<file path="config.mk">
export PLATFORM = sky130hd
export DESIGN_NAME = coalescing_request_dispatcher_top
export DESIGN_NICKNAME = d
export VERILOG_FILES = /design/src/crd_pkg.sv /design/src/crd_ctrl.sv /design/src/crd_datapath.sv /design/src/coalescing_request_dispatcher_top.sv
export SDC_FILE = /design/constraint.sdc
export NUM_CORES = 2
export LEC_CHECK = 0
export BUFFER_PORTS_ARGS = -buffer_cell sky130_fd_sc_hd__buf_4
export CORE_UTILIZATION = 58
export CTS_CLUSTER_DIAMETER = 40
export DETAILED_ROUTE_END_ITERATION = 12
export PLACE_DENSITY = 0.74
export SETUP_SLACK_MARGIN = 0.5
export SYNTH_ARGS = -nofsm -noshare
export SYNTH_HDL_FRONTEND = slang
export SYNTH_SLANG_ARGS = --single-unit
</file>
<file path="constraint.sdc">
create_clock -name i_clk -period 8.5 [get_ports i_clk]
set_clock_uncertainty 0.15 [all_clocks]
set_input_delay 0.85 -clock i_clk [delete_from_list [all_inputs] [get_ports i_clk]]
set_output_delay 0.85 -clock i_clk [all_outputs]
set_load 0.02 [all_outputs]
</file>
<file path="src/crd_pkg.sv">
// ----------------------------------------------------------------------------
// crd_pkg
// Shared codes and controller/datapath interface types of the coalescing
// request dispatcher.
// ----------------------------------------------------------------------------
package crd_pkg;

    localparam logic [1:0] OP_REQUEST = 2'd0;
    localparam logic [1:0] OP_FINISH  = 2'd1;

    localparam logic [1:0] KIND_DISPATCH = 2'd0;
    localparam logic [1:0] KIND_DELIVER  = 2'd1;
    localparam logic [1:0] KIND_STORE    = 2'd2;
    localparam logic [1:0] KIND_OVERFLOW = 2'd3;

    localparam logic [4:0] U_IDLE     = 5'd0;
    localparam logic [4:0] U_START    = 5'd1;
    localparam logic [4:0] U_SCAN     = 5'd2;
    localparam logic [4:0] U_SEEK     = 5'd3;
    localparam logic [4:0] U_WD_INIT  = 5'd4;
    localparam logic [4:0] U_WD_RD    = 5'd5;
    localparam logic [4:0] U_WD_WR    = 5'd6;
    localparam logic [4:0] U_WD_END   = 5'd7;
    localparam logic [4:0] U_NQ_NEW   = 5'd8;
    localparam logic [4:0] U_NQ_JOIN  = 5'd9;
    localparam logic [4:0] U_OVF      = 5'd10;
    localparam logic [4:0] U_FN_INIT  = 5'd11;
    localparam logic [4:0] U_FN_RD    = 5'd12;
    localparam logic [4:0] U_FN_CHK   = 5'd13;
    localparam logic [4:0] U_FN_DLV   = 5'd14;
    localparam logic [4:0] U_FN_STORE = 5'd15;
    localparam logic [4:0] U_DP_INIT  = 5'd16;
    localparam logic [4:0] U_DP_MOD   = 5'd17;
    localparam logic [4:0] U_DP_FIND  = 5'd18;
    localparam logic [4:0] U_DP_POP   = 5'd19;
    localparam logic [4:0] U_DP_SEND  = 5'd20;
    localparam logic [4:0] U_FLUSH    = 5'd21;

    typedef struct packed {
        logic [4:0] uop;
    } t_cmd;

    typedef struct packed {
        logic is_req;
        logic is_fin;
        logic pend_v;
        logic scan_hit;
        logic scan_last;
        logic free_ok;
        logic cnt_full;
        logic loop_done;
        logic dl_hit;
        logic have_owner;
        logic can_emit;
        logic stg_vld;
        logic out_free;
        logic w_over;
        logic off_done;
        logic w_idle;
        logic fifo_empty;
        logic head_serve;
    } t_status;

endpackage

</file>
<file path="src/crd_ctrl.sv">
// ----------------------------------------------------------------------------
// crd_ctrl
// Sequencer of the dispatcher: walks each item through withdrawal, join,
// completion and dispatch steps and issues one datapath operation per cycle.
// ----------------------------------------------------------------------------
module crd_ctrl (
    input  logic            i_clk,
    input  logic            i_rst_n,
    input  logic            i_in_accept,
    input  crd_pkg::t_status i_status,
    output crd_pkg::t_cmd   o_cmd,
    output logic            o_in_ready
);
    import crd_pkg::*;

    localparam logic [4:0] S_IDLE     = 5'd0;
    localparam logic [4:0] S_START    = 5'd1;
    localparam logic [4:0] S_WD_SCAN  = 5'd2;
    localparam logic [4:0] S_SEEK     = 5'd3;
    localparam logic [4:0] S_WD_INIT  = 5'd4;
    localparam logic [4:0] S_WD_RD    = 5'd5;
    localparam logic [4:0] S_WD_WR    = 5'd6;
    localparam logic [4:0] S_WD_END   = 5'd7;
    localparam logic [4:0] S_NQ_SCAN  = 5'd8;
    localparam logic [4:0] S_NQ_NEW   = 5'd9;
    localparam logic [4:0] S_NQ_JOIN  = 5'd10;
    localparam logic [4:0] S_OVF      = 5'd11;
    localparam logic [4:0] S_FN_SCAN  = 5'd12;
    localparam logic [4:0] S_FN_INIT  = 5'd13;
    localparam logic [4:0] S_FN_RD    = 5'd14;
    localparam logic [4:0] S_FN_CHK   = 5'd15;
    localparam logic [4:0] S_FN_DLV   = 5'd16;
    localparam logic [4:0] S_FN_STORE = 5'd17;
    localparam logic [4:0] S_DP_INIT  = 5'd18;
    localparam logic [4:0] S_DP_MOD   = 5'd19;
    localparam logic [4:0] S_DP_FIND  = 5'd20;
    localparam logic [4:0] S_DP_POP   = 5'd21;
    localparam logic [4:0] S_DP_SEND  = 5'd22;
    localparam logic [4:0] S_FLUSH    = 5'd23;

    logic [4:0] r_state;
    logic [4:0] n_state;

    always_ff @(posedge i_clk) begin
        if (!i_rst_n) begin
            r_state <= S_IDLE;
        end else begin
            r_state <= n_state;
        end
    end

    always_comb begin
        n_state = r_state;
        o_cmd.uop = U_IDLE;
        case (r_state)
            S_IDLE: begin
                if (i_in_accept) n_state = S_START;
            end
            S_START: begin
                o_cmd.uop = U_START;
                if (i_status.is_req) begin
                    n_state = i_status.pend_v ? S_WD_SCAN : S_NQ_SCAN;
                end else if (i_status.is_fin) begin
                    n_state = S_FN_SCAN;
                end else begin
                    n_state = S_DP_INIT;
                end
            end
            S_WD_SCAN: begin
                o_cmd.uop = U_SCAN;
                if (i_status.scan_hit) n_state = S_WD_INIT;
                else if (i_status.scan_last) n_state = S_SEEK;
            end
            S_SEEK: begin
                o_cmd.uop = U_SEEK;
                n_state = S_NQ_SCAN;
            end
            S_WD_INIT: begin
                o_cmd.uop = U_WD_INIT;
                n_state = S_WD_RD;
            end
            S_WD_RD: begin
                o_cmd.uop = U_WD_RD;
                n_state = i_status.loop_done ? S_WD_END : S_WD_WR;
            end
            S_WD_WR: begin
                o_cmd.uop = U_WD_WR;
                n_state = S_WD_RD;
            end
            S_WD_END: begin
                o_cmd.uop = U_WD_END;
                n_state = S_SEEK;
            end
            S_NQ_SCAN: begin
                o_cmd.uop = U_SCAN;
                if (i_status.scan_hit) n_state = S_NQ_JOIN;
                else if (i_status.scan_last) n_state = S_NQ_NEW;
            end
            S_NQ_NEW: begin
                o_cmd.uop = U_NQ_NEW;
                n_state = i_status.free_ok ? S_NQ_JOIN : S_OVF;
            end
            S_NQ_JOIN: begin
                o_cmd.uop = U_NQ_JOIN;
                n_state = i_status.cnt_full ? S_OVF : S_DP_INIT;
            end
            S_OVF: begin
                o_cmd.uop = U_OVF;
                if (i_status.can_emit) n_state = S_DP_INIT;
            end
            S_FN_SCAN: begin
                o_cmd.uop = U_SCAN;
                if (i_status.scan_hit) n_state = S_FN_INIT;
                else if (i_status.scan_last) n_state = S_DP_INIT;
            end
            S_FN_INIT: begin
                o_cmd.uop = U_FN_INIT;
                n_state = S_FN_RD;
            end
            S_FN_RD: begin
                o_cmd.uop = U_FN_RD;
                n_state = i_status.loop_done ? S_FN_STORE : S_FN_CHK;
            end
            S_FN_CHK: begin
                o_cmd.uop = U_FN_CHK;
                n_state = i_status.dl_hit ? S_FN_DLV : S_FN_RD;
            end
            S_FN_DLV: begin
                o_cmd.uop = U_FN_DLV;
                if (i_status.can_emit) n_state = S_FN_RD;
            end
            S_FN_STORE: begin
                o_cmd.uop = U_FN_STORE;
                if (!i_status.have_owner || i_status.can_emit) n_state = S_DP_INIT;
            end
            S_DP_INIT: begin
                o_cmd.uop = U_DP_INIT;
                n_state = S_DP_MOD;
            end
            S_DP_MOD: begin
                o_cmd.uop = U_DP_MOD;
                if (!i_status.w_over) n_state = S_DP_FIND;
            end
            S_DP_FIND: begin
                o_cmd.uop = U_DP_FIND;
                if (i_status.off_done) n_state = S_FLUSH;
                else if (i_status.w_idle) n_state = S_DP_POP;
            end
            S_DP_POP: begin
                o_cmd.uop = U_DP_POP;
                if (i_status.fifo_empty) n_state = S_FLUSH;
                else if (i_status.head_serve) n_state = S_DP_SEND;
            end
            S_DP_SEND: begin
                o_cmd.uop = U_DP_SEND;
                if (i_status.can_emit) n_state = S_DP_INIT;
            end
            S_FLUSH: begin
                o_cmd.uop = U_FLUSH;
                if (!i_status.stg_vld || i_status.out_free) n_state = S_IDLE;
            end
            default: begin
                n_state = S_IDLE;
            end
        endcase
    end

    assign o_in_ready = (r_state == S_IDLE);

endmodule

</file>
<file path="src/crd_datapath.sv">
// ----------------------------------------------------------------------------
// crd_datapath
// Entry table, waiter list memory, pending keys, order queue, worker pool and
// the staged result path of the dispatcher.
// ----------------------------------------------------------------------------
module crd_datapath #(
    parameter int REQUESTERS = 8,
    parameter int WORKERS    = 4,
    parameter int ENTRIES    = 16,
    parameter int TAG_BITS   = 32
) (
    input  logic             i_clk,
    input  logic             i_rst_n,
    input  logic             i_in_accept,
    input  logic [1:0]       i_op,
    input  logic [31:0]      i_key,
    input  logic [2:0]       i_req,
    input  logic [1:0]       i_dwk,
    input  logic             i_failed,
    input  logic             i_cfg_we,
    input  logic [2:0]       i_cfg_data,
    input  crd_pkg::t_cmd    i_cmd,
    output crd_pkg::t_status o_status,
    output logic             o_valid,
    input  logic             i_ready,
    output logic [1:0]       o_kind,
    output logic [31:0]      o_key,
    output logic [2:0]       o_req,
    output logic [1:0]       o_worker,
    output logic             o_error,
    output logic             o_last
);
    import crd_pkg::*;

    localparam int RW   = $clog2(REQUESTERS);
    localparam int CW   = $clog2(REQUESTERS + 1);
    localparam int EW   = $clog2(ENTRIES);
    localparam int QW   = $clog2(ENTRIES + 1);
    localparam int PW   = $clog2(WORKERS + 1);
    localparam int WIDX = (WORKERS > 1) ? $clog2(WORKERS) : 1;
    localparam int WLD  = ENTRIES * (2 ** RW);

    logic [1:0]          r_op;
    logic [TAG_BITS-1:0] r_key;
    logic [RW-1:0]       r_req;
    logic                r_req_bad;
    logic [1:0]          r_dwk;
    logic                r_failed;
    logic [2:0]          r_cfg;

    logic [ENTRIES-1:0]  r_valid;
    logic [ENTRIES-1:0]  r_active;
    logic [ENTRIES-1:0]  r_queued;
    logic [CW-1:0]       r_count [ENTRIES];
    logic [TAG_BITS-1:0] r_tag [ENTRIES];

    logic [RW-1:0]       r_wl [WLD];
    logic [RW-1:0]       r_wl_q;

    logic [REQUESTERS-1:0] r_pv;
    logic [TAG_BITS-1:0]   r_ptag [REQUESTERS];

    logic [EW-1:0]       r_fifo [ENTRIES];
    logic [QW-1:0]       r_qcnt;

    logic [WORKERS-1:0]  r_busy;
    logic [WIDX-1:0]     r_ptr;
    logic [WIDX-1:0]     r_w;
    logic [PW-1:0]       r_off;

    logic [TAG_BITS-1:0] r_skey;
    logic [EW-1:0]       r_idx;
    logic [EW-1:0]       r_ecur;
    logic [CW-1:0]       r_i;
    logic [CW-1:0]       r_k;
    logic [CW-1:0]       r_cnt;
    logic [RW-1:0]       r_who;
    logic [RW-1:0]       r_owner;
    logic                r_have;

    logic                r_sv;
    logic [1:0]          r_s_kind;
    logic [31:0]         r_s_key;
    logic [2:0]          r_s_req;
    logic [1:0]          r_s_wk;
    logic                r_s_err;

    logic                r_ov;
    logic [1:0]          r_o_kind;
    logic [31:0]         r_o_key;
    logic [2:0]          r_o_req;
    logic [1:0]          r_o_wk;
    logic                r_o_err;
    logic                r_o_last;

    logic [PW-1:0]       w_np;
    logic [EW-1:0]       w_free;
    logic                w_free_ok;
    logic [EW-1:0]       w_rm_fifo [ENTRIES];
    logic [QW-1:0]       w_rm_cnt;
    logic                w_rm_seen;
    logic [EW-1:0]       w_head;
    logic [WIDX-1:0]     w_next;
    logic [RW-1:0]       w_pa;
    logic                w_wl_we;
    logic [EW+RW-1:0]    w_wl_wa;
    logic                w_wl_re;
    logic                w_emit;
    logic [1:0]          w_e_kind;
    logic [31:0]         w_e_key;
    logic [2:0]          w_e_req;
    logic [1:0]          w_e_wk;
    logic                w_out_free;
    logic                w_can_emit;
    logic                w_flush;
    logic                w_keep;
    logic                w_dl_hit;
    logic                w_serve;

    always_ff @(posedge i_clk) begin
        if (i_in_accept) begin
            r_op      <= i_op;
            r_key     <= TAG_BITS'(i_key);
            r_req     <= RW'(i_req);
            r_req_bad <= (32'(i_req) >= 32'(REQUESTERS));
            r_dwk     <= i_dwk;
            r_failed  <= i_failed;
        end
    end

    always_ff @(posedge i_clk) begin
        if (!i_rst_n) begin
            r_cfg <= 3'd4;
        end else if (i_cfg_we) begin
            r_cfg <= i_cfg_data;
        end
    end

    always_comb begin
        if (r_cfg == 3'd0) begin
            w_np = PW'(1);
        end else if (32'(r_cfg) > 32'(WORKERS)) begin
            w_np = PW'(WORKERS);
        end else begin
            w_np = PW'(r_cfg);
        end
    end

    always_comb begin
        w_free_ok = 1'b0;
        w_free    = '0;
        for (int j = ENTRIES - 1; j >= 0; j--) begin
            if (!r_valid[j]) begin
                w_free_ok = 1'b1;
                w_free    = EW'(j);
            end
        end
    end

    always_comb begin
        w_rm_seen = 1'b0;
        for (int j = 0; j < ENTRIES; j++) begin
            if ((32'(j) < 32'(r_qcnt)) && (r_fifo[j] == r_ecur)) w_rm_seen = 1'b1;
            if (w_rm_seen && (j < ENTRIES - 1)) begin
                w_rm_fifo[j] = r_fifo[(j < ENTRIES - 1) ? j + 1 : j];
            end else begin
                w_rm_fifo[j] = r_fifo[j];
            end
        end
        w_rm_cnt = w_rm_seen ? r_qcnt - QW'(1) : r_qcnt;
    end

    assign w_head  = r_fifo[0];
    assign w_serve = r_valid[w_head] && !r_active[w_head] && (r_count[w_head] != '0);
    assign w_next  = ((PW'(r_w) + PW'(1)) == w_np) ? '0 : r_w + WIDX'(1);
    assign w_pa    = (i_cmd.uop == U_FN_CHK) ? r_wl_q : r_req;
    assign w_keep  = (r_wl_q != r_req);
    assign w_dl_hit = r_pv[w_pa] && (r_ptag[w_pa] == r_skey);

    always_comb begin
        w_wl_we = 1'b0;
        w_wl_wa = {r_ecur, r_k[RW-1:0]};
        if (i_cmd.uop == U_WD_WR) begin
            w_wl_we = w_keep;
        end else if (i_cmd.uop == U_NQ_JOIN) begin
            w_wl_we = (r_count[r_ecur] < CW'(REQUESTERS));
            w_wl_wa = {r_ecur, r_count[r_ecur][RW-1:0]};
        end
    end

    assign w_wl_re = (i_cmd.uop == U_WD_RD) || (i_cmd.uop == U_FN_RD);

    always_ff @(posedge i_clk) begin
        if (w_wl_we) begin
            r_wl[w_wl_wa] <= (i_cmd.uop == U_WD_WR) ? r_wl_q : r_req;
        end
        if (w_wl_re) begin
            r_wl_q <= r_wl[{r_ecur, r_i[RW-1:0]}];
        end
    end

    always_ff @(posedge i_clk) begin
        if (!i_rst_n) begin
            r_valid  <= '0;
            r_active <= '0;
            r_queued <= '0;
            r_pv     <= '0;
            r_qcnt   <= '0;
            r_busy   <= '0;
            r_ptr    <= '0;
            for (int j = 0; j < ENTRIES; j++) r_count[j] <= '0;
        end else begin
            case (i_cmd.uop)
                U_START: begin
                    r_idx <= '0;
                    if ((r_op == OP_REQUEST) && !r_req_bad) begin
                        if (r_pv[r_req]) begin
                            r_pv[r_req] <= 1'b0;
                            r_skey      <= r_ptag[r_req];
                        end else begin
                            r_skey <= r_key;
                        end
                    end else if (r_op == OP_FINISH) begin
                        r_skey <= r_key;
                        if (PW'(r_dwk) < w_np && 32'(r_dwk) < 32'(w_np)) begin
                            r_busy[WIDX'(r_dwk)] <= 1'b0;
                        end
                    end
                end
                U_SCAN: begin
                    if (r_valid[r_idx] && (r_tag[r_idx] == r_skey)) r_ecur <= r_idx;
                    r_idx <= r_idx + EW'(1);
                end
                U_SEEK: begin
                    r_skey <= r_key;
                    r_idx  <= '0;
                end
                U_WD_INIT: begin
                    r_i   <= '0;
                    r_k   <= '0;
                    r_cnt <= r_count[r_ecur];
                end
                U_WD_WR: begin
                    if (w_keep) r_k <= r_k + CW'(1);
                    r_i <= r_i + CW'(1);
                end
                U_WD_END: begin
                    r_count[r_ecur] <= r_k;
                    if ((r_k == '0) && !r_active[r_ecur]) begin
                        r_valid[r_ecur]  <= 1'b0;
                        r_queued[r_ecur] <= 1'b0;
                        r_fifo           <= w_rm_fifo;
                        r_qcnt           <= w_rm_cnt;
                    end
                end
                U_NQ_NEW: begin
                    if (w_free_ok) begin
                        r_ecur           <= w_free;
                        r_valid[w_free]  <= 1'b1;
                        r_tag[w_free]    <= r_skey;
                        r_active[w_free] <= 1'b0;
                        r_queued[w_free] <= 1'b0;
                        r_count[w_free]  <= '0;
                    end
                end
                U_NQ_JOIN: begin
                    if (r_count[r_ecur] < CW'(REQUESTERS)) begin
                        r_count[r_ecur] <= r_count[r_ecur] + CW'(1);
                        r_pv[r_req]     <= 1'b1;
                        r_ptag[r_req]   <= r_key;
                        if (!r_queued[r_ecur] && !r_active[r_ecur]
                                && (r_qcnt < QW'(ENTRIES))) begin
                            r_queued[r_ecur]         <= 1'b1;
                            r_fifo[r_qcnt[EW-1:0]]   <= r_ecur;
                            r_qcnt                   <= r_qcnt + QW'(1);
                        end
                    end
                end
                U_FN_INIT: begin
                    r_cnt            <= r_count[r_ecur];
                    r_i              <= '0;
                    r_have           <= 1'b0;
                    r_valid[r_ecur]  <= 1'b0;
                    r_active[r_ecur] <= 1'b0;
                    r_queued[r_ecur] <= 1'b0;
                    r_count[r_ecur]  <= '0;
                    r_fifo           <= w_rm_fifo;
                    r_qcnt           <= w_rm_cnt;
                end
                U_FN_CHK: begin
                    r_who <= r_wl_q;
                    if (!w_dl_hit) r_i <= r_i + CW'(1);
                end
                U_FN_DLV: begin
                    if (w_can_emit) begin
                        r_pv[r_who] <= 1'b0;
                        if (!r_have) begin
                            r_have  <= 1'b1;
                            r_owner <= r_who;
                        end
                        r_i <= r_i + CW'(1);
                    end
                end
                U_DP_INIT: begin
                    r_w   <= r_ptr;
                    r_off <= '0;
                end
                U_DP_MOD: begin
                    if (PW'(r_w) >= w_np) r_w <= WIDX'(PW'(r_w) - w_np);
                end
                U_DP_FIND: begin
                    if (r_off < w_np) begin
                        if (!r_busy[r_w]) begin
                            r_ptr <= w_next;
                        end else begin
                            r_w   <= w_next;
                            r_off <= r_off + PW'(1);
                        end
                    end
                end
                U_DP_POP: begin
                    if (r_qcnt != '0) begin
                        for (int j = 0; j < ENTRIES - 1; j++) r_fifo[j] <= r_fifo[j + 1];
                        r_qcnt <= r_qcnt - QW'(1);
                        if (r_valid[w_head]) r_queued[w_head] <= 1'b0;
                        if (w_serve) r_ecur <= w_head;
                    end
                end
                U_DP_SEND: begin
                    if (w_can_emit) begin
                        r_active[r_ecur] <= 1'b1;
                        r_busy[r_w]      <= 1'b1;
                    end
                end
                default: begin
                end
            endcase
        end
    end

    assign w_out_free = !r_ov || i_ready;
    assign w_can_emit = !r_sv || w_out_free;

    always_comb begin
        w_emit   = 1'b0;
        w_e_kind = KIND_DISPATCH;
        w_e_key  = 32'(r_key);
        w_e_req  = 3'd0;
        w_e_wk   = 2'd0;
        case (i_cmd.uop)
            U_OVF: begin
                w_emit   = 1'b1;
                w_e_kind = KIND_OVERFLOW;
                w_e_req  = 3'(r_req);
            end
            U_FN_DLV: begin
                w_emit   = 1'b1;
                w_e_kind = KIND_DELIVER;
                w_e_req  = 3'(r_who);
            end
            U_FN_STORE: begin
                w_emit   = r_have;
                w_e_kind = KIND_STORE;
                w_e_req  = 3'(r_owner);
            end
            U_DP_SEND: begin
                w_emit   = 1'b1;
                w_e_kind = KIND_DISPATCH;
                w_e_key  = 32'(r_tag[r_ecur]);
                w_e_wk   = 2'(r_w);
            end
            default: begin
            end
        endcase
    end

    assign w_flush = (i_cmd.uop == U_FLUSH) && r_sv && w_out_free;

    always_ff @(posedge i_clk) begin
        if (!i_rst_n) begin
            r_ov <= 1'b0;
            r_sv <= 1'b0;
        end else begin
            if (w_emit && w_can_emit) begin
                if (r_sv) begin
                    r_ov     <= 1'b1;
                    r_o_kind <= r_s_kind;
                    r_o_key  <= r_s_key;
                    r_o_req  <= r_s_req;
                    r_o_wk   <= r_s_wk;
                    r_o_err  <= r_s_err;
                    r_o_last <= 1'b0;
                end else if (i_ready) begin
                    r_ov <= 1'b0;
                end
                r_sv     <= 1'b1;
                r_s_kind <= w_e_kind;
                r_s_key  <= w_e_key;
                r_s_req  <= w_e_req;
                r_s_wk   <= w_e_wk;
                r_s_err  <= (w_e_kind == KIND_DELIVER || w_e_kind == KIND_STORE)
                            ? r_failed : 1'b0;
            end else if (w_flush) begin
                r_ov     <= 1'b1;
                r_o_kind <= r_s_kind;
                r_o_key  <= r_s_key;
                r_o_req  <= r_s_req;
                r_o_wk   <= r_s_wk;
                r_o_err  <= r_s_err;
                r_o_last <= 1'b1;
                r_sv     <= 1'b0;
            end else if (i_ready) begin
                r_ov <= 1'b0;
            end
        end
    end

    assign o_valid  = r_ov;
    assign o_kind   = r_o_kind;
    assign o_key    = r_o_key;
    assign o_req    = r_o_req;
    assign o_worker = r_o_wk;
    assign o_error  = r_o_err;
    assign o_last   = r_o_last;

    assign o_status.is_req     = (r_op == OP_REQUEST) && !r_req_bad;
    assign o_status.is_fin     = (r_op == OP_FINISH);
    assign o_status.pend_v     = r_pv[r_req];
    assign o_status.scan_hit   = r_valid[r_idx] && (r_tag[r_idx] == r_skey);
    assign o_status.scan_last  = (r_idx == EW'(ENTRIES - 1));
    assign o_status.free_ok    = w_free_ok;
    assign o_status.cnt_full   = (r_count[r_ecur] >= CW'(REQUESTERS));
    assign o_status.loop_done  = (r_i >= r_cnt);
    assign o_status.dl_hit     = w_dl_hit;
    assign o_status.have_owner = r_have;
    assign o_status.can_emit   = w_can_emit;
    assign o_status.stg_vld    = r_sv;
    assign o_status.out_free   = w_out_free;
    assign o_status.w_over     = (PW'(r_w) >= w_np);
    assign o_status.off_done   = (r_off >= w_np);
    assign o_status.w_idle     = !r_busy[r_w];
    assign o_status.fifo_empty = (r_qcnt == '0);
    assign o_status.head_serve = w_serve;

endmodule

</file>
<file path="src/coalescing_request_dispatcher_top.sv">
// ----------------------------------------------------------------------------
// coalescing_request_dispatcher_top
// Miss-request coalescer with a round-robin worker pool.
// ----------------------------------------------------------------------------
// Items enter on the s_axis channel (tuser is the operation) and results leave
// on the m_axis channel (tuser is the result kind, tlast marks the final result
// of an item). The pool size is written on the cfg channel, which is always
// ready. The user must write it only while the block is idle; the block
// itself does not enforce this. One item is processed at a time. Each key
// lookup scans the entry table one entry per cycle, a withdrawal reads each
// old waiter and rewrites the ones it keeps, and a completion reads and
// checks each waiter and delivers to each waiter with a matching pending
// key. Each dispatch round steps past each busy worker it meets and pops
// each queue entry it takes.
// A finished result is held in a staging register and an output register, so
// the next item is accepted while the last result still waits on the
// receiver. A stalled receiver holds the block at its next result.
// Reset clears all valid bits, counts, the worker pool and the pointer, and
// sets the pool size to 4. No clearing pass is needed.
// ----------------------------------------------------------------------------
module coalescing_request_dispatcher_top #(
    parameter int REQUESTERS = 8,
    parameter int WORKERS    = 4,
    parameter int ENTRIES    = 16,
    parameter int TAG_BITS   = 32
) (
    input  logic        i_clk,
    input  logic        i_rst_n,
    input  logic        i_s_axis_tvalid,
    output logic        o_s_axis_tready,
    input  logic [39:0] i_s_axis_tdata,   // item_key, requester, done_worker, failed
    input  logic [1:0]  i_s_axis_tuser,   // op
    output logic        o_m_axis_tvalid,
    input  logic        i_m_axis_tready,
    output logic [39:0] o_m_axis_tdata,   // out_key, out_requester, out_worker, out_error
    output logic [1:0]  o_m_axis_tuser,   // kind
    output logic        o_m_axis_tlast,
    input  logic        i_cfg_valid,
    output logic        o_cfg_ready,
    input  logic [2:0]  i_cfg_data
);
    import crd_pkg::*;

    t_cmd        w_cmd;
    t_status     w_status;
    logic        w_accept;
    logic [31:0] w_key;
    logic [2:0]  w_req;
    logic [1:0]  w_wk;
    logic        w_err;

    assign w_accept    = i_s_axis_tvalid && o_s_axis_tready;
    assign o_cfg_ready = 1'b1;

    crd_ctrl u_ctrl (
        .i_clk       (i_clk),
        .i_rst_n     (i_rst_n),
        .i_in_accept (w_accept),
        .i_status    (w_status),
        .o_cmd       (w_cmd),
        .o_in_ready  (o_s_axis_tready)
    );

    crd_datapath #(
        .REQUESTERS (REQUESTERS),
        .WORKERS    (WORKERS),
        .ENTRIES    (ENTRIES),
        .TAG_BITS   (TAG_BITS)
    ) u_dp (
        .i_clk       (i_clk),
        .i_rst_n     (i_rst_n),
        .i_in_accept (w_accept),
        .i_op        (i_s_axis_tuser),
        .i_key       (i_s_axis_tdata[31:0]),
        .i_req       (i_s_axis_tdata[34:32]),
        .i_dwk       (i_s_axis_tdata[36:35]),
        .i_failed    (i_s_axis_tdata[37]),
        .i_cfg_we    (i_cfg_valid && o_cfg_ready),
        .i_cfg_data  (i_cfg_data),
        .i_cmd       (w_cmd),
        .o_status    (w_status),
        .o_valid     (o_m_axis_tvalid),
        .i_ready     (i_m_axis_tready),
        .o_kind      (o_m_axis_tuser),
        .o_key       (w_key),
        .o_req       (w_req),
        .o_worker    (w_wk),
        .o_error     (w_err),
        .o_last      (o_m_axis_tlast)
    );

    assign o_m_axis_tdata = {2'b00, w_err, w_wk, w_req, w_key};

endmodule
</file>
-- Yosys cells after proc, flatten, opt, wreduce, memory -nomap -nowiden
Memories as Yosys holds them, arrays and structs flattened. A register that Yosys moved wholly into a read port is not among the register bits.
Cells that the tools add are included.
- muxes and demuxes: 248
- bitwise operators: 26
- magnitude comparators: 44
- add/subtract/negate cells: 10
- reduce and logical (&&, ||, !) cells: 100
- equality and inequality tests: 101
- operators with widths (cell ; number):
    $pmux 60 s4 ; 1
    $mux 32 ; 7
    $mux 4 ; 54
    $mux 64 ; 3
    $mux 16 ; 10
    $mux 5 ; 26
    $pmux 5 s22 ; 1
    $pmux 5 s21 ; 1
    $and 16x16->16 ; 6
    $pmux 16 s3 ; 2
    $mux 1 ; 83
    $eq 5x4->1 const B ; 16
    $pmux 16 s5 ; 1
    $eq 5x5->1 const B ; 14
    $bwmux 64 ; 1
    $eq 32x32->1 ; 2
    $eq 4x4->1 ; 16
    $pmux 32 s2 ; 1
    $mux 60 ; 1
    $not 16->16 ; 3
    $or 16x16->16 ; 3
    $eq 5x3->1 const B ; 8
    $lt 4x5->1 const A ; 8
    $logic_and 1x1->1 ; 36
    other kinds (86) ; 225
- RAM bits: 1216
- flip-flop bits (word level): 326
- output and inout bits: 46
- input port bits: 50
- memories: 4
- logic and storage cells: 587
- memories (memory ; words ; width ; read ports ; clocked after Yosys merged registers in ; wr ports ; RTL line ; source):
    u_dp.r_tag ; 16 ; 32 ; 2 ; 2 ; 1 ; crd_datapath.sv:55 ; logic [TAG_BITS-1:0] r_tag [ENTRIES];
    u_dp.r_wl ; 128 ; 3 ; 1 ; 1 ; 1 ; crd_datapath.sv:57 ; logic [RW-1:0] r_wl [WLD];
    u_dp.r_ptag ; 8 ; 32 ; 2 ; 1 ; 1 ; crd_datapath.sv:61 ; logic [TAG_BITS-1:0] r_ptag [REQUESTERS];
    u_dp.r_count ; 16 ; 4 ; 2 ; 2 ; 16 ; crd_datapath.sv:54 ; logic [CW-1:0] r_count [ENTRIES];

-- Longest topological paths before layout
- depth after elaboration: 24
- gate-level depth with buffers: 15
- mapped depth without buffers: 13

-- Hierarchy
From an unflattened synthesis, not the netlist that was laid out.
- cell total of the unflattened synthesis: 4740
- area, all modules: 73167.7 um^2
- modules (own cells, without submodules) (module ; area an instance (um^2) ; cells each ; instances):
    crd_datapath ; 72186.7 ; 4595 ; 1
    crd_ctrl ; 937.1 ; 138 ; 1
    coalescing_request_dispatcher_top ; 43.8 ; 7 ; 1

-- Worst setup path before layout
Ideal clock, no wire load.
- path type: register -> register
- from: register with a tool-made name
- to: memory u_dp.r_ptag[0][0] (enable)
- buffers on the path: 2
- clock period less this slack: 6.076 ns
- path slack: 2.424 ns
- cell stages (with the launch flop): 9
- arrival time: 5.425 ns
- setup time: 0.501 ns
- cell sequence: dfxtp_1 > clkbuf_1 > mux4_2 > mux4_2 > nand2b_1 > inv_1 > nand2_1 > clkbuf_1 > nor4_1
- RTL lines (element ; RTL line):
    end, declared ; crd_datapath.sv:61

-- Worst setup path in the final report
- from: register u_ctrl.r_state[4]
- to: register u_dp.r_i[1] (enable)
- word-level cells in the longest chain between the ends: 10
- elaborated cells between the ends (all ways): 41
- those cells by class: eq/ne (31); mux (4); reduce/logical (5); memory (1)
- ends and longest elaborated chain (element ; RTL line ; source):
    start, declared ; crd_ctrl.sv:41 ; logic [4:0] r_state;
    start signal, assigned ; crd_ctrl.sv:48 ; r_state <= n_state;
    $eq 5x2->1 or $eq 5x4->1 (tied branches) ; crd_ctrl.sv:55 ; case (r_state)
    $reduce_or 3->1 (no line) ; - ;
    $pmux 5 s21 (*) ; crd_ctrl.sv:55 ;
    $eq 5x4->1 ; crd_datapath.sv:176, crd_datapath.sv:213 ;
    $mux 3 ; crd_datapath.sv:176 ; assign w_pa = (i_cmd.uop == U_FN_CHK) ? r_wl_q : r_req;
    $mem_v2 8x32 or $bmux 1 s3 (tied branches) ; - ;
    $eq 32x32->1 or $mux 1 (tied branches) ; crd_datapath.sv:178 ; assign w_dl_hit = r_pv[w_pa] && (r_ptag[w_pa] == r_skey);
    $logic_and 1x1->1 ; crd_datapath.sv:178 ;
    $ne 2x2->1 (no line) ; - ;
    $reduce_and 4->1 (no line) (*) ; - ;
    end signal, assigned ; crd_datapath.sv:245 ; r_i <= r_i + CW'(1);
    end signal, assigned ; crd_datapath.sv:292 ; if (!w_dl_hit) r_i <= r_i + CW'(1);
    end signal, assigned ; crd_datapath.sv:301 ; r_i <= r_i + CW'(1);
    end, declared ; crd_datapath.sv:74 ; logic [CW-1:0] r_i;
Every way passes the cells marked *; elsewhere a longest branch is shown, timed or not. The select of a mux whose other input is x is not followed.
A chain may end at the register's enable or synchronous reset.

==> results.toml <==
[routing]
drt_iter0_markers = 6617
remaining_drc_errors = 0
firstDrtPassIters = 6
ant_nets = 0
avgRoutedWirePerCell_um = 30.8
wl_um = 206000
viasPerCell = 7.03
num_vias = 47000

[logic_synthesis]
async_reset_ff_frac = 0
synth_most_common_cell = "edfxtp_1"
synthTopCellsByArea = "edfxtp_1, mux4_2, mux2i_1, dfxtp_1, nor2_1"
synthCells = 4826
yosys-top-cells-count = "edfxtp_1, mux4_2, nor2_1"
avgSynthCellArea_um2 = 15.3
synth_top_area_frac = 0.596
dominantRegCellSynth = "edfxtp_1"
synth_edf_count = 1468
yosys.area.top_type = "edfxtp_1"
synth_seq_area_share = 0.621
synth_area_um2 = 74000
synth_warnings = 0
synth_cell_types = 95
ys_seq_elements = 1560

[sta]
finalSetupTns_ns = 0
period_share = 0.716
rsz0062_at_grt = "false"
fmax_mhz = 164
timing.hold.ws_ns = 0.0544
hold_viol = 0
drv_slew = 0
min_period_ns = 6.08
relSlewSlack = 0.0459
finalSetupViolCount = 0
worst_pin_slew_ns = 1.40

[setup_path]
crit_chain = "and3b_4 -> and2_1 -> nor2_4 -> nor2_1 -> a32oi_1 -> a31oi_1 -> o2111ai_1 -> or4_1 -> nor4_1 -> nor2_1"
r2r_start = "u_ctrl.r_state[4]"
cp_slowest_cell = "and2_1"
cp-end-kind = "flip-flop"
reg2reg_to = "u_dp.r_i[1]"
path_common_cell = "nor2_1"
cp_num_buf_inv = 0
worstSetupStartpointType = "flip-flop"
r2r_cells = 10
cp.arrival_ns = 6.42
crit_required_ns = 8.84
cp_max_fo = 31
r2r_slack_ns = 2.42
slowest_delay_ns = 0.90
cp_top_family = "simple AND/OR/NAND/NOR gates"
critical_path_depth = 10
path_class = "reg -> reg"

[min_path]
min_path_type = "in -> reg"
hold_path_depth = 1
hold_start = "i_s_axis_tdata[11]"
min_to = "u_dp.r_key[11]"

[cts]
cts-root-buf = "clkbuf_16"
clock_sinks = 1560
h-tree-depth = 4
numCtsBuffers = 182
clock_path_buffers = 3
clk_pin_slew_worst_paths_ns = 0.06
hold_buffers = 0
clk_latency_ns = 0.82
cts_resized = 0
cts_tree = "built"
postCtsSetupRepairBufs = 0

[global_routing]
groute.usage.overall = 0.319
grt_max_degree = 128
grt_pass1_vias = 46500
grt_pass1_wl_um = 303000
gr-total-overflow = 0
antenna_found_initial = 6

[floorplanning]
start_util = 0.587
fp.dieW_um = 359
die_y_um = 359
core-area_um2 = 126000
rows = 130
io_pins = 96
dieArea_um2 = 129000

[layout]
fin_util = 0.656
area_growth_pct = 11.8
nets = 4958
diodes = 0
drive_above_1_share = 0.227

[place]
io_buffers = 90
gp_congestion = 0.936
hpwlAfterDp_um = 124000

[pwr]
vdd_drop_max_v = 0.000233
p_leak_nw = 27.1
power_density_nw_per_um2 = 276

[status]
status = "complete, no violations"

[run]
cap_violations = 0
==> where the power goes <==
group / total [mW] / switching (mW) / internal, mW
Sequential: 9.54 / 0.551 / 8.99
Combinational: 5.16 / 3.06 / 2.10
Clock: 8.16 / 3.23 / 4.92
==> registers in the layout, summed over array words and instances, names as in the netlist, 32 cells and up, named ones only <==
name / count
u_dp.r_key: 32
u_dp.r_count: 64
u_dp.r_tag: 512
u_dp.r_skey: 32
u_dp.r_s_key: 32
u_dp.o_key: 32
u_dp.r_fifo: 60
u_dp.r_wl: 384
u_dp.r_ptag: 256
==> area by class of cell <==
| cell class | instances | area (um2) |
|---|---|---|
| flip-flops and latches | 1560 | 46000 |
| fillers | 8450 | 43300 |
| multi-input cells | 2880 | 26600 |
| clock buffers | 222 | 4870 |
| well taps | 1650 | 2060 |
| repair buffers | 207 | 1580 |
| clock inverters | 114 | 1460 |
| inverters | 53 | 199 |
==> cell usage in the layout, fill, tap and decap left out, types with 24 or more instances in the layout <==
master	instances
mux2i_1	231
nand2_1	345
dfxtp_1	81
nor2_1	389
nand4_1	32
a311oi_1	26
ha_1	24
and3_1	29
xor2_1	50
mux4_2	515
buf_4	205
nand2b_1	57
nor3_1	46
a22oi_1	34
clkbuf_16	188
nand3_1	87
a211oi_1	42
xnor2_1	93
nor4_1	35
a21oi_1	152
clkbuf_1	30
inv_1	49
nor2b_1	46
bufinv_16	26
o21ai_0	223
edfxtp_1	1468
mux2_2	53
==> metal layers <==
layer,up-vias,track usage,part of all wire
li1,19400,-,-
met1,23700,0.427,0.36
met2,3333,0.503,0.48
met3,552,0.0682,0.11
met4,6,0.149,0.050
met5,-,0,0.00017
==> worst reg2reg max path: cells and delay by family, from the launching register on <==
family / cells / cell delay (ns)
and+or+nand+nor: 7 / 4.45
AOI/OAI and AO/OA: 3 / 0.60
DFF: 1 / 0.59
==> cell families after synthesis <==
kind of cell / synth area share
simple gates: 0.0724
mux: 0.197
buf+inv: 0.0230
flops: 0.621
compound gates: 0.0657
fa+ha+maj: 0.00406
other cells: 0.000102
xor+xnor: 0.0169
==> worst max-delay path by stage <==
stage,from,end,slack (ns)
after detailed placement,u_ctrl.r_state[4],u_dp.r_i[2],2.75
after CTS,u_ctrl.r_state[4],u_dp.r_i[1],2.70
after global placement,u_ctrl.r_state[4],u_dp.r_i[0],2.72
after floorplan,flip-flop,u_dp.r_ptag[0][0],2.42
final,u_ctrl.r_state[4],u_dp.r_i[1],2.42
after global routing,u_ctrl.r_state[4],u_dp.r_i[3],2.28
==> metrics by stage <==
step	area (um2)	setup WS, ns	total power, mW	std cells
CTS	82700	2.70	22.8	6686
detailed placement	76400	2.75	14.7	6350
finish	82700	2.42	22.9	6686
global route	82700	2.28	23.5	6686
global placement	76400	2.72	14.6	6350
floorplan	74000	2.42	13.1	4827
Note: power is estimated with default switching activity, not from simulation.
